`src/rtl/core/lmn_pkg.sv`:
```
package lmn_pkg;

    localparam int NODES      = 4;
    localparam int ID_W       = 2;
    localparam int STAMP_W    = 32;
    localparam int KIND_W     = 3;
    localparam int OKIND_W    = 2;
    localparam int CFG_IDX_W  = 1;
    localparam int CFG_DATA_W = NODES;
    localparam int QDEPTH     = 2;

    localparam logic [STAMP_W-1:0] CLOCK_MAX = '1;

    // Input kinds.
    localparam logic [KIND_W-1:0] KIND_LREQ = 3'd0;
    localparam logic [KIND_W-1:0] KIND_LREL = 3'd1;
    localparam logic [KIND_W-1:0] KIND_RREQ = 3'd2;
    localparam logic [KIND_W-1:0] KIND_RREP = 3'd3;
    localparam logic [KIND_W-1:0] KIND_RREL = 3'd4;

    // Outgoing message kinds.
    localparam logic [OKIND_W-1:0] OUT_REQ   = 2'd0;
    localparam logic [OKIND_W-1:0] OUT_REP   = 2'd1;
    localparam logic [OKIND_W-1:0] OUT_REL   = 2'd2;
    localparam logic [OKIND_W-1:0] OUT_GRANT = 2'd3;

    // Configuration register indexes.
    localparam logic [CFG_IDX_W-1:0] CFG_OWN_ID      = 1'd0;
    localparam logic [CFG_IDX_W-1:0] CFG_MEMBER_MASK = 1'd1;

    typedef enum logic [2:0] {
        OP_LREQ,
        OP_LREL,
        OP_RREQ,
        OP_RREP,
        OP_RREL
    } t_op;

    typedef struct packed {
        t_op                op;
        logic [STAMP_W-1:0] stamp;
        logic [ID_W-1:0]    from_node;
    } t_cmd;

    typedef struct packed {
        logic [ID_W-1:0]  own_id;
        logic [NODES-1:0] member_mask;
    } t_cfg;

    typedef struct packed {
        logic [OKIND_W-1:0] kind;
        logic [STAMP_W-1:0] stamp;
        logic [ID_W-1:0]    dest;
        logic               last;
    } t_result;

endpackage

```
`src/rtl/core/lamport_mutex_node.sv`:
```
// One node of Lamport's distributed mutual exclusion scheme. Local request and
// release events and received request, reply and release messages enter on the
// input channel; outgoing request and release broadcasts, replies and the grant
// of the critical section leave on the output channel, each tagged with the
// node's saturating logical clock, and o_last marks the final result of an
// input. The front end takes one transfer per cycle unless its queue is full,
// drops items that cannot have an effect (unknown kinds, messages from this
// node itself, from a node outside the member mask or beyond the node count)
// and queues the rest in a two-entry queue. The back end retires one queued
// command per cycle whenever its output register is free: it updates the
// clock, the pending-request table and the reply bitmap and registers the
// result, so a result passes through the queue and the output register
// before it is offered. A local request that is granted at once yields two
// results and holds the back end for two output transfers; every other item
// yields at most one. The sustained rate is therefore one item per cycle while
// the output is not stalled and no second result is pending. own_id and
// member_mask are written through the configuration port, which is always
// ready, and must only be written while the node is idle.
module lamport_mutex_node (
    input  logic                           i_clk,
    input  logic                           i_rst_n,
    input  logic                           i_valid,
    output logic                           o_stall,
    input  logic [lmn_pkg::KIND_W-1:0]     i_kind,
    input  logic [lmn_pkg::STAMP_W-1:0]    i_stamp,
    input  logic [lmn_pkg::ID_W-1:0]       i_from_node,
    output logic                           o_valid,
    input  logic                           i_stall,
    output logic [lmn_pkg::OKIND_W-1:0]    o_out_kind,
    output logic [lmn_pkg::STAMP_W-1:0]    o_out_stamp,
    output logic [lmn_pkg::ID_W-1:0]       o_dest_node,
    output logic                           o_last,
    input  logic                           i_cfg_valid,
    output logic                           o_cfg_ready,
    input  logic [lmn_pkg::CFG_IDX_W-1:0]  i_cfg_index,
    input  logic [lmn_pkg::CFG_DATA_W-1:0] i_cfg_data
);
    import lmn_pkg::*;

    t_cfg    r_cfg;
    logic    q_push;
    logic    q_full;
    logic    q_pop;
    logic    q_valid;
    t_cmd    q_in_cmd;
    t_cmd    q_out_cmd;
    t_result result;

    // Configuration registers. The port never holds off a transfer.
    always_ff @(posedge i_clk) begin
        if (!i_rst_n) begin
            r_cfg.own_id      <= '0;
            r_cfg.member_mask <= '1;
        end else if (i_cfg_valid && o_cfg_ready) begin
            case (i_cfg_index)
                CFG_OWN_ID:      r_cfg.own_id      <= i_cfg_data[ID_W-1:0];
                CFG_MEMBER_MASK: r_cfg.member_mask <= i_cfg_data[NODES-1:0];
                default:         r_cfg             <= r_cfg;
            endcase
        end
    end

    assign o_cfg_ready = 1'b1;

    // Front end: takes the transfer, classifies it and queues what matters.
    lmn_front u_front (
        .i_valid     (i_valid),
        .o_stall     (o_stall),
        .i_kind      (i_kind),
        .i_stamp     (i_stamp),
        .i_from_node (i_from_node),
        .i_cfg       (r_cfg),
        .i_q_full    (q_full),
        .o_q_push    (q_push),
        .o_q_cmd     (q_in_cmd)
    );

    // Short queue that lets the front and back ends stall independently.
    lmn_fifo u_fifo (
        .i_clk   (i_clk),
        .i_rst_n (i_rst_n),
        .i_push  (q_push),
        .i_cmd   (q_in_cmd),
        .o_full  (q_full),
        .i_pop   (q_pop),
        .o_valid (q_valid),
        .o_cmd   (q_out_cmd)
    );

    // Back end: owns the clock and request table and registers the results.
    lmn_back u_back (
        .i_clk     (i_clk),
        .i_rst_n   (i_rst_n),
        .i_cfg     (r_cfg),
        .i_q_valid (q_valid),
        .i_q_cmd   (q_out_cmd),
        .o_q_pop   (q_pop),
        .o_valid   (o_valid),
        .i_stall   (i_stall),
        .o_result  (result)
    );

    assign o_out_kind  = result.kind;
    assign o_out_stamp = result.stamp;
    assign o_dest_node = result.dest;
    assign o_last      = result.last;

endmodule

```
`src/rtl/core/lmn_front.sv`:
```
module lmn_front (
    input  logic                         i_valid,
    output logic                         o_stall,
    input  logic [lmn_pkg::KIND_W-1:0]   i_kind,
    input  logic [lmn_pkg::STAMP_W-1:0]  i_stamp,
    input  logic [lmn_pkg::ID_W-1:0]     i_from_node,
    input  lmn_pkg::t_cfg                i_cfg,
    input  logic                         i_q_full,
    output logic                         o_q_push,
    output lmn_pkg::t_cmd                o_q_cmd
);
    import lmn_pkg::*;

    logic own_ok;
    logic sender_ok;
    logic keep;
    t_op  op;

    // Items that can never have an effect are consumed here and never queued.
    always_comb begin
        own_ok    = int'(i_cfg.own_id) < NODES;
        sender_ok = (int'(i_from_node) < NODES) && (i_from_node != i_cfg.own_id)
                    && i_cfg.member_mask[i_from_node];
        case (i_kind)
            KIND_LREQ: begin
                op   = OP_LREQ;
                keep = own_ok;
            end
            KIND_LREL: begin
                op   = OP_LREL;
                keep = own_ok;
            end
            KIND_RREQ: begin
                op   = OP_RREQ;
                keep = sender_ok;
            end
            KIND_RREP: begin
                op   = OP_RREP;
                keep = sender_ok;
            end
            KIND_RREL: begin
                op   = OP_RREL;
                keep = sender_ok;
            end
            default: begin
                op   = OP_LREQ;
                keep = 1'b0;
            end
        endcase
    end

    assign o_stall           = i_q_full;
    assign o_q_push          = i_valid && !i_q_full && keep;
    assign o_q_cmd.op        = op;
    assign o_q_cmd.stamp     = i_stamp;
    assign o_q_cmd.from_node = i_from_node;

endmodule

```
`src/rtl/core/lmn_fifo.sv`:
```
module lmn_fifo (
    input  logic          i_clk,
    input  logic          i_rst_n,
    input  logic          i_push,
    input  lmn_pkg::t_cmd i_cmd,
    output logic          o_full,
    input  logic          i_pop,
    output logic          o_valid,
    output lmn_pkg::t_cmd o_cmd
);
    import lmn_pkg::*;

    localparam int PTR_W = (QDEPTH > 1) ? $clog2(QDEPTH) : 1;

    t_cmd             r_mem [QDEPTH];
    logic [PTR_W-1:0] r_wr_ptr;
    logic [PTR_W-1:0] r_rd_ptr;
    logic [PTR_W:0]   r_count;
    logic [PTR_W-1:0] n_wr_ptr;
    logic [PTR_W-1:0] n_rd_ptr;
    logic [PTR_W:0]   n_count;
    logic             do_push;
    logic             do_pop;

    always_comb begin
        do_push  = i_push && !o_full;
        do_pop   = i_pop && o_valid;
        n_wr_ptr = (r_wr_ptr == PTR_W'(QDEPTH - 1)) ? '0 : r_wr_ptr + 1'b1;
        n_rd_ptr = (r_rd_ptr == PTR_W'(QDEPTH - 1)) ? '0 : r_rd_ptr + 1'b1;
        n_count  = r_count;
        if (do_push && !do_pop) begin
            n_count = r_count + 1'b1;
        end else if (do_pop && !do_push) begin
            n_count = r_count - 1'b1;
        end
    end

    always_ff @(posedge i_clk) begin
        if (!i_rst_n) begin
            r_wr_ptr <= '0;
            r_rd_ptr <= '0;
            r_count  <= '0;
        end else begin
            r_count <= n_count;
            if (do_push) begin
                r_wr_ptr <= n_wr_ptr;
            end
            if (do_pop) begin
                r_rd_ptr <= n_rd_ptr;
            end
        end
    end

    always_ff @(posedge i_clk) begin
        if (do_push) begin
            r_mem[r_wr_ptr] <= i_cmd;
        end
    end

    assign o_full  = (r_count == (PTR_W + 1)'(QDEPTH));
    assign o_valid = (r_count != '0);
    assign o_cmd   = r_mem[r_rd_ptr];

endmodule

```
`src/rtl/core/lmn_back.sv`:
```
module lmn_back (
    input  logic            i_clk,
    input  logic            i_rst_n,
    input  lmn_pkg::t_cfg   i_cfg,
    input  logic            i_q_valid,
    input  lmn_pkg::t_cmd   i_q_cmd,
    output logic            o_q_pop,
    output logic            o_valid,
    input  logic            i_stall,
    output lmn_pkg::t_result o_result
);
    import lmn_pkg::*;

    logic [STAMP_W-1:0] r_clock;
    logic [NODES-1:0]   r_entry_valid;
    logic [STAMP_W-1:0] r_entry_stamp [NODES];
    logic [NODES-1:0]   r_reply_seen;
    logic               r_in_critical;
    logic               r_out_valid;
    t_result            r_out;
    logic               r_pend_valid;
    t_result            r_pend;

    logic [STAMP_W-1:0] n_clock;
    logic [NODES-1:0]   n_entry_valid;
    logic [STAMP_W-1:0] n_entry_stamp [NODES];
    logic [NODES-1:0]   n_reply_seen;
    logic               n_in_critical;

    logic               out_take;
    logic               can_pop;
    logic [ID_W-1:0]    me;
    logic               own_ok;
    logic [STAMP_W-1:0] base;
    logic [STAMP_W-1:0] clk_inc;
    logic               check;
    logic [NODES-1:0]   peers;
    logic               replies_ok;
    logic               front_ok;
    logic               grant;
    logic               has_a;
    logic               has_b;
    t_result            res_a;
    t_result            res_b;

    always_comb begin
        out_take = r_out_valid && !i_stall;
        can_pop  = i_q_valid && !r_pend_valid && (!r_out_valid || out_take);
        me       = i_cfg.own_id;
        own_ok   = int'(me) < NODES;

        // Local events tick the clock; received messages first catch up with the stamp.
        if (i_q_cmd.op == OP_LREQ || i_q_cmd.op == OP_LREL) begin
            base = r_clock;
        end else begin
            base = (r_clock > i_q_cmd.stamp) ? r_clock : i_q_cmd.stamp;
        end
        clk_inc = (base == CLOCK_MAX) ? CLOCK_MAX : base + 1'b1;

        n_clock       = r_clock;
        n_entry_valid = r_entry_valid;
        n_entry_stamp = r_entry_stamp;
        n_reply_seen  = r_reply_seen;
        n_in_critical = r_in_critical;
        check         = 1'b0;
        has_a         = 1'b0;
        res_a         = '{kind: OUT_REQ, stamp: clk_inc, dest: '0, last: 1'b1};

        case (i_q_cmd.op)
            OP_LREQ: begin
                if (!r_entry_valid[me]) begin
                    n_clock           = clk_inc;
                    n_entry_valid[me] = 1'b1;
                    n_entry_stamp[me] = clk_inc;
                    n_reply_seen      = '0;
                    check             = 1'b1;
                    has_a             = 1'b1;
                end
            end
            OP_LREL: begin
                if (r_entry_valid[me]) begin
                    n_clock           = clk_inc;
                    n_entry_valid[me] = 1'b0;
                    n_reply_seen      = '0;
                    n_in_critical     = 1'b0;
                    has_a             = 1'b1;
                    res_a.kind        = OUT_REL;
                end
            end
            OP_RREQ: begin
                n_clock                          = clk_inc;
                n_entry_valid[i_q_cmd.from_node] = 1'b1;
                n_entry_stamp[i_q_cmd.from_node] = i_q_cmd.stamp;
                has_a                            = 1'b1;
                res_a.kind                       = OUT_REP;
                res_a.dest                       = i_q_cmd.from_node;
            end
            OP_RREP: begin
                n_clock                         = clk_inc;
                n_reply_seen[i_q_cmd.from_node] = 1'b1;
                check                           = 1'b1;
            end
            OP_RREL: begin
                n_clock                          = clk_inc;
                n_entry_valid[i_q_cmd.from_node] = 1'b0;
                check                            = 1'b1;
            end
            default: begin
                check = 1'b0;
            end
        endcase

        // Grant test on the updated table: own entry first by stamp then id.
        peers      = i_cfg.member_mask & ~(NODES'(1) << me);
        replies_ok = (n_reply_seen & peers) == peers;
        front_ok   = n_entry_valid[me];
        for (int n = 0; n < NODES; n++) begin
            if (n != int'(me) && n_entry_valid[n] && i_cfg.member_mask[n]) begin
                if (n_entry_stamp[n] < n_entry_stamp[me]) begin
                    front_ok = 1'b0;
                end
                if (n_entry_stamp[n] == n_entry_stamp[me] && n < int'(me)) begin
                    front_ok = 1'b0;
                end
            end
        end
        grant = check && own_ok && !r_in_critical && replies_ok && front_ok;

        res_b = '{kind: OUT_GRANT, stamp: clk_inc, dest: '0, last: 1'b1};
        has_b = 1'b0;
        if (grant) begin
            n_in_critical = 1'b1;
            if (i_q_cmd.op == OP_LREQ) begin
                res_a.last = 1'b0;
                has_b      = 1'b1;
            end else begin
                res_a.kind = OUT_GRANT;
                has_a      = 1'b1;
            end
        end
    end

    always_ff @(posedge i_clk) begin
        if (!i_rst_n) begin
            r_clock       <= '0;
            r_entry_valid <= '0;
            r_reply_seen  <= '0;
            r_in_critical <= 1'b0;
            r_out_valid   <= 1'b0;
            r_pend_valid  <= 1'b0;
        end else if (can_pop) begin
            r_clock       <= n_clock;
            r_entry_valid <= n_entry_valid;
            r_reply_seen  <= n_reply_seen;
            r_in_critical <= n_in_critical;
            r_out_valid   <= has_a;
            r_pend_valid  <= has_b;
        end else if (out_take) begin
            r_out_valid  <= r_pend_valid;
            r_pend_valid <= 1'b0;
        end
    end

    always_ff @(posedge i_clk) begin
        if (can_pop) begin
            r_entry_stamp <= n_entry_stamp;
            r_out         <= res_a;
            r_pend        <= res_b;
        end else if (out_take) begin
            r_out <= r_pend;
        end
    end

    assign o_q_pop  = can_pop;
    assign o_valid  = r_out_valid;
    assign o_result = r_out;

endmodule

```
`config.mk`:
```
export PLATFORM = sky130hd
export DESIGN_NAME = lamport_mutex_node
export DESIGN_NICKNAME = d
export VERILOG_FILES = /design/src/rtl/core/lmn_pkg.sv /design/src/rtl/core/lamport_mutex_node.sv /design/src/rtl/core/lmn_front.sv /design/src/rtl/core/lmn_fifo.sv /design/src/rtl/core/lmn_back.sv
export SDC_FILE = /design/constraint.sdc
export NUM_CORES = 1
export LEC_CHECK = 0
export ABC_CLOCK_PERIOD_IN_PS = 12700
export BUFFER_PORTS_ARGS = -buffer_cell sky130_fd_sc_hd__buf_2
export CORE_UTILIZATION = 53
export DETAILED_ROUTE_END_ITERATION = 16
export GPL_TIMING_DRIVEN = 0
export HOLD_SLACK_MARGIN = 0.05
export PLACE_DENSITY = 0.7
export RECOVER_POWER = 50
export SETUP_SLACK_MARGIN = 0.2
export SLEW_MARGIN = 40
export SYNTH_ARGS = -nofsm -noshare
export SYNTH_HDL_FRONTEND = slang
export SYNTH_SLANG_ARGS = --single-unit
```
`constraint.sdc`:
```
create_clock -name i_clk -period 12.7 [get_ports i_clk]
set_input_delay 0.635 -clock i_clk [delete_from_list [all_inputs] [get_ports i_clk]]
set_output_delay 0.635 -clock i_clk [all_outputs]
set_load 0.05 [all_outputs]
```
# ---- Word level (Yosys, flattened, before mapping)
# Memory sizes are Yosys's and may differ from the RTL's. A register that Yosys moved wholly into a read port is not among the register bits.
# Cells that the tools add are included.
dict set report totals {
  latch_bits 0
  elab_cells 209
  n_memories 1
  ram_bits 74
  reg_bits 250
  mem_bits_ro 0
  inputBits 47
}
dict set report classes {
  n_div 0
  shift 1
  n_mul 0
  eq_ne 20
  n_addsub 5
  reduce_logical 54
  muxes 78
  order_cmp 17
  bitwise_logic 13
}
# memory words word_bits rd rd_ports_with_merged_regs write_ports line
set mem_list {}
lappend mem_list {u_fifo.r_mem 2 37 1 1 1 lmn_fifo.sv:15} ;# t_cmd r_mem [QDEPTH];
# operator n
set ops {}
lappend ops {{$mux 32} 9}
lappend ops {{$bwmux 128} 2}
lappend ops {{$pmux 128 s2} 1}
lappend ops {{$demux 32 s2} 2}
lappend ops {{$lt 32x32->1} 4}
lappend ops {{$mux 128} 1}
lappend ops {{$eq 32x32->1} 3}
lappend ops {{$pmux 32 s3} 1}
lappend ops {{$mux 37} 2}
lappend ops {{$bmux 32 s2} 1}
lappend ops {{$mux 1} 37}
lappend ops {{$add 32x1->32 const B} 1}
lappend ops {{$eq 32x32->1 const B} 1}
lappend ops {{$gt 32x32->1} 1}
lappend ops {{$logic_and 1x1->1} 28}
lappend ops {{$and 4x4->4} 4}
lappend ops {{$mux 4} 4}
lappend ops {{$pmux 4 s4} 1}
lappend ops {{$eq 3x2->1 const B} 4}
lappend ops {{$mux 2} 6}
lappend ops {{$not 4->4} 3}
lappend ops {{$or 4x4->4} 3}
lappend ops {{$pmux 3 s4} 1}
lappend ops {{$pmux 4 s3} 1}
lappend ops {{35 further kinds} 67}

# ---- Logic depth before layout (Yosys ltp)
dict set report depth {
  ltp_word 26
  depth_mapped 44
  mapped_depth_nobuf 33
}

# ---- Cells and area by module
# Synthesis repeated with hierarchy kept, for this count alone.
dict set report unflattened {
  cells_unflattened 2477
  area_unflattened_um2 22804.4
}
# mod seq_area_each_um2 n_inst cells_per_inst area_per_inst_um2
set by_module_without_submodules {}
lappend by_module_without_submodules {lmn_back 6776.5 1 2261 19267.2}
lappend by_module_without_submodules {lmn_fifo 2322.2 1 140 2914.0}
lappend by_module_without_submodules {lmn_front 0.0 1 47 364.1}
lappend by_module_without_submodules {lamport_mutex_node 120.1 1 29 259.0}

# ---- Worst setup path after synthesis
# OpenSTA, ideal clock, no wires.
dict set report synth_path {
  kind {register to register}
  start {register (tool-made name)}
  end {register u_back.r_out, in the netlist u_back.o_result[35] (data pin)}
  n_path_buf 12
  setup_time_ns 0.471
  period_less_slack_ns 9.195
  slack_ns 3.505
  required_ns 12.229
  arrival_time_ns 8.724
  stages_incl_launch_ff 42
  cell_sequence {dfxtp_1 buf_6 buf_6 buf_6 buf_6 buf_6 buf_2 buf_2 mux2_2 inv_1 ha_1 nor2b_1 o211ai_1 a2111oi_0 o32a_1 nor2_1 buf_4 buf_6 (+6 left out) nor2_1 and3_1 nor4b_1 mux2i_1 buf_2 o211ai_1 a222oi_1 mux4_2 ha_1 nand4_1 or4_1 or2_2 o21ai_0 o21ai_0 o41ai_1 a211oi_4 a21oi_1 nand2_1}
}
# item line
set synth_lines {}
lappend synth_lines {{to (signal assigned)} lmn_back.sv:167} ;# r_out <= res_a;
lappend synth_lines {{to (signal assigned)} lmn_back.sv:170} ;# r_out <= r_pend;
lappend synth_lines {{to (decl)} lmn_back.sv:20} ;# t_result r_out;

==> summary.txt <==
Least-Margin Pin Slew: 2.029 ns
Setup violation total in the final timing report: 0
Violated checks: capacitance limit, slew limit
Endpoint class of the critical path: flop
Overall power after layout: 7.110 mW
Cell at the root of the clock tree: sky130_fd_sc_hd__clkbuf_16
Final weighted congestion of routability-driven global placement: 1.021
Port buffer count: 84
Number of antenna violations at the first check in global routing: 1
Highest Clock Rate: 81.34 MHz
Slowest stage delay, CP: 0.63 ns
Hold Fails Final Rpt: 0
Nets: 2,449
Die boundary width: 201.8 um
Clk sinks: 325
WL per Instance: 31.97 um
Later-pin clock latency in the skew report: 0.58 ns
Share of synthesized area occupied by flip-flops and latches: 43.59%
Multi-input logic area: 11,150 um^2
Met1 usage: 53.81%
Tmin final: 12.29 ns
Count of nets left with antenna violations after detail routing: 0
Sequential Area: 9219 um^2
Post-route fraction of the period consumed by the critical path: 96.80%
Total gr overflow: 0
Placed wire-length estimate after detailed placement: 66,540 um
Core ar.: 39,010 um^2
Total power divided by cell area: 299.8 nW/um^2
Synthesized netlist net count: 2,310
Clock tree from TritonCTS: done
Drt initial violations: 2,727
Hold buffer count at cts: 0
Number of distinct standard cells referenced by the synthesized netlist: 102
GR peak layer: met2
Register bit count reported by yosys: 325
Placement row count: 72
Synthesized cell area: 21,150 um^2
Share of Yosys cell area claimed by the top area cell type: 38.48%
MaxCap Viol Count: 5
Avg Cell Area, Syn: 10.06 um^2
Most frequent cell after synthesis: sky130_fd_sc_hd__edfxtp_1
Ports placed on the boundary: 87
Slowest library cell on the worst path: sky130_fd_sc_hd__o41ai_1
Number of H-tree levels: 2
Top cell by count, worst path: sky130_fd_sc_hd__buf_6
CP arrival: 12.55 ns
Worst path required time: 12.95 ns
Number of max-slew violations in the final report: 153
Full die area: 40,710 um^2
Final Hold Slack: 0.2439 ns
Wire length of the first global-routing pass: 127,500 um
Largest fanout of any net on the critical path: 10
CTS Buffer Depth: 3
Vias: 19,840
Routed wire length: 89,240 um
Global-route usage over all layers: 43.57%
Setup repair after global routing missed its margin: no
Proportion of layout cells with a drive suffix above 1: 11.45%
Dominant register cell in the synthesized netlist: sky130_fd_sc_hd__edfxtp_1
GR met3 Demand/Resource: 10.75%
Post-synthesis async set-or-reset flop share: 0%
Top area cells in the synthesized netlist: sky130_fd_sc_hd__edfxtp_1 (38%), sky130_fd_sc_hd__ha_1 (9.5%), sky130_fd_sc_hd__dfxtp_1 (5.1%)
Area growth from synthesis to layout: 12.14%
Type of the setup path with the least slack: reg -> reg
HP Class: in -> reg
Pin count of the biggest net entering global routing: 38
Number of enable flip-flop cells after synthesis: 271
Outcome: complete, but fails checks
DR vias/cell: 7.110
Number of buffers inserted during clock tree synthesis: 39
Most common library cells after synthesis: sky130_fd_sc_hd__edfxtp_1 (271), sky130_fd_sc_hd__nand2_1 (166), sky130_fd_sc_hd__nor2_1 (162), sky130_fd_sc_hd__ha_1 (161), sky130_fd_sc_hd__o21ai_0 (158)
Die height: 201.8 um
Post-synthesis instance total: 2,102
Number of cells upsized or downsized after cts: 1
Met2 Resource Use GR: 66.37%
Number of placed cells counting well taps: 2,717
Worst clock skew: 0.01822 ns
Initial standard-cell utilization of the core: 54.22%
Worst setup SP type: flop
Warnings, synthesis: 0
Setup TNS: 0 ns
Maximum resistive drop on vdd: 0.1657 mV
Dominant delay contributor by cell family on the critical path: simple AND/OR/NAND/NOR gates
Clock-pin slew on the worst setup and hold paths: 0.06 ns
Drc violations: 0
Worst reg-to-reg setup slack: 0.41 ns
Non-Filler Instances: 2,791
DRT Pass-1 Iters: 7
Bufs and invs on worst path: 13
Fillers: 3,324
Via count of the first global-routing pass: 18,910
Buffer count from post-CTS setup fixing: 0
P_leak: 9.268 nW
Worst slew margin relative to its limit: -35.27%
Library cell occupying the most area in the post-synthesis netlist: sky130_fd_sc_hd__edfxtp_1
==> final timing paths <==
kind,startpoint,to,cells past startpoint
max reg2reg,flop,u_back.o_result[35]$_SDFFCE_PN1P_,41
max,flop,u_back.o_result[35]$_SDFFCE_PN1P_,41
min,i_stamp[12],u_fifo.r_mem[0][14]$_DFFE_PP_,1
min reg2reg,u_back.r_reply_seen[0]$_SDFFE_PN0P_,u_back.r_reply_seen[0]$_SDFFE_PN0P_,2
==> registers in the layout, indices dropped and copies added (netlist names), 2 cells and up, named ones only <==
| signal | cells |
|---|---|
| u_back.r_entry_stamp | 128 |
| u_fifo.r_mem | 74 |
| u_back.o_result | 37 |
| u_back.r_clock | 32 |
| u_back.r_pend | 32 |
| r_cfg | 6 |
| u_back.r_entry_valid | 4 |
| u_back.r_reply_seen | 4 |
| u_fifo.r_count | 2 |
==> power breakdown <==
group	total, mW	internal, mW	leakage [nW]	switching, mW
Combinational	3.94	1.21	5.61	2.73
Sequential	2.00	1.79	3.02	0.214
Clock	1.17	0.687	0.640	0.483
==> metrics by stage <==
stage / cell area (um^2) / util, % / setup WS [ns]
after floorplan: 21150 / - / 3.505
after global placement: 22220 / 56.96 / -0.4913
after detailed placement: 22520 / 57.74 / 0.2576
after CTS: 23840 / 61.12 / 0.3484
after global routing: 23710 / 60.79 / 0.1778
final: 23720 / 60.80 / 0.4064
==> routing by layer <==
metal / vias to the layer above / part of all wire, %
met5: - / 0.016
met4: 2 / 8.7
met3: 427 / 13
met2: 1527 / 43
met1: 9471 / 36
li1: 8417 / -
==> logic make-up (layout without fill, tap and decap cells) <==
family,count (synthesis),after routing,share of synthesized area (%)
other,1,3,0.01773
XOR/XNOR,43,43,1.781
buffers and inverters,223,392,4.378
AND/OR/NAND/NOR,601,601,13.93
adder cells (fa/ha/maj),161,161,9.524
AO/OA/AOI/OAI,642,642,20.69
flip-flops,325,325,43.59
multiplexers,106,106,6.093
==> final cells by class <==
cell class | count | area share [%]
timing repair buffer | 98 | 1.815
sequential | 325 | 38.87
buffer | 106 | 2.163
inverter | 117 | 1.852
tap | 518 | 2.733
multi-input combinational | 1554 | 47.01
clock inverter | 16 | 0.5961
antenna | 2 | 0.02110
clock buffer | 55 | 4.943
==> cell usage in the layout (no fill, tap or decap), types with 28 or more instances in the layout <==
| cell type | count |
|---|---|
| sky130_fd_sc_hd__xnor2_1 | 28 |
| sky130_fd_sc_hd__mux2i_1 | 42 |
| sky130_fd_sc_hd__dfxtp_1 | 54 |
| sky130_fd_sc_hd__nor3_1 | 29 |
| sky130_fd_sc_hd__o21ai_0 | 153 |
| sky130_fd_sc_hd__mux2_2 | 43 |
| sky130_fd_sc_hd__nor2_1 | 156 |
| sky130_fd_sc_hd__nand4_1 | 42 |
| sky130_fd_sc_hd__a222oi_1 | 32 |
| sky130_fd_sc_hd__nand2_1 | 166 |
| sky130_fd_sc_hd__nand3_1 | 60 |
| sky130_fd_sc_hd__clkbuf_1 | 130 |
| sky130_fd_sc_hd__a22oi_1 | 71 |
| sky130_fd_sc_hd__a21oi_1 | 129 |
| sky130_fd_sc_hd__edfxtp_1 | 271 |
| sky130_fd_sc_hd__a221oi_1 | 28 |
| sky130_fd_sc_hd__buf_2 | 41 |
| sky130_fd_sc_hd__clkbuf_16 | 44 |
| sky130_fd_sc_hd__inv_1 | 107 |
| sky130_fd_sc_hd__a211oi_1 | 31 |
| sky130_fd_sc_hd__ha_1 | 161 |
Power figures use the tool's default switching activity.
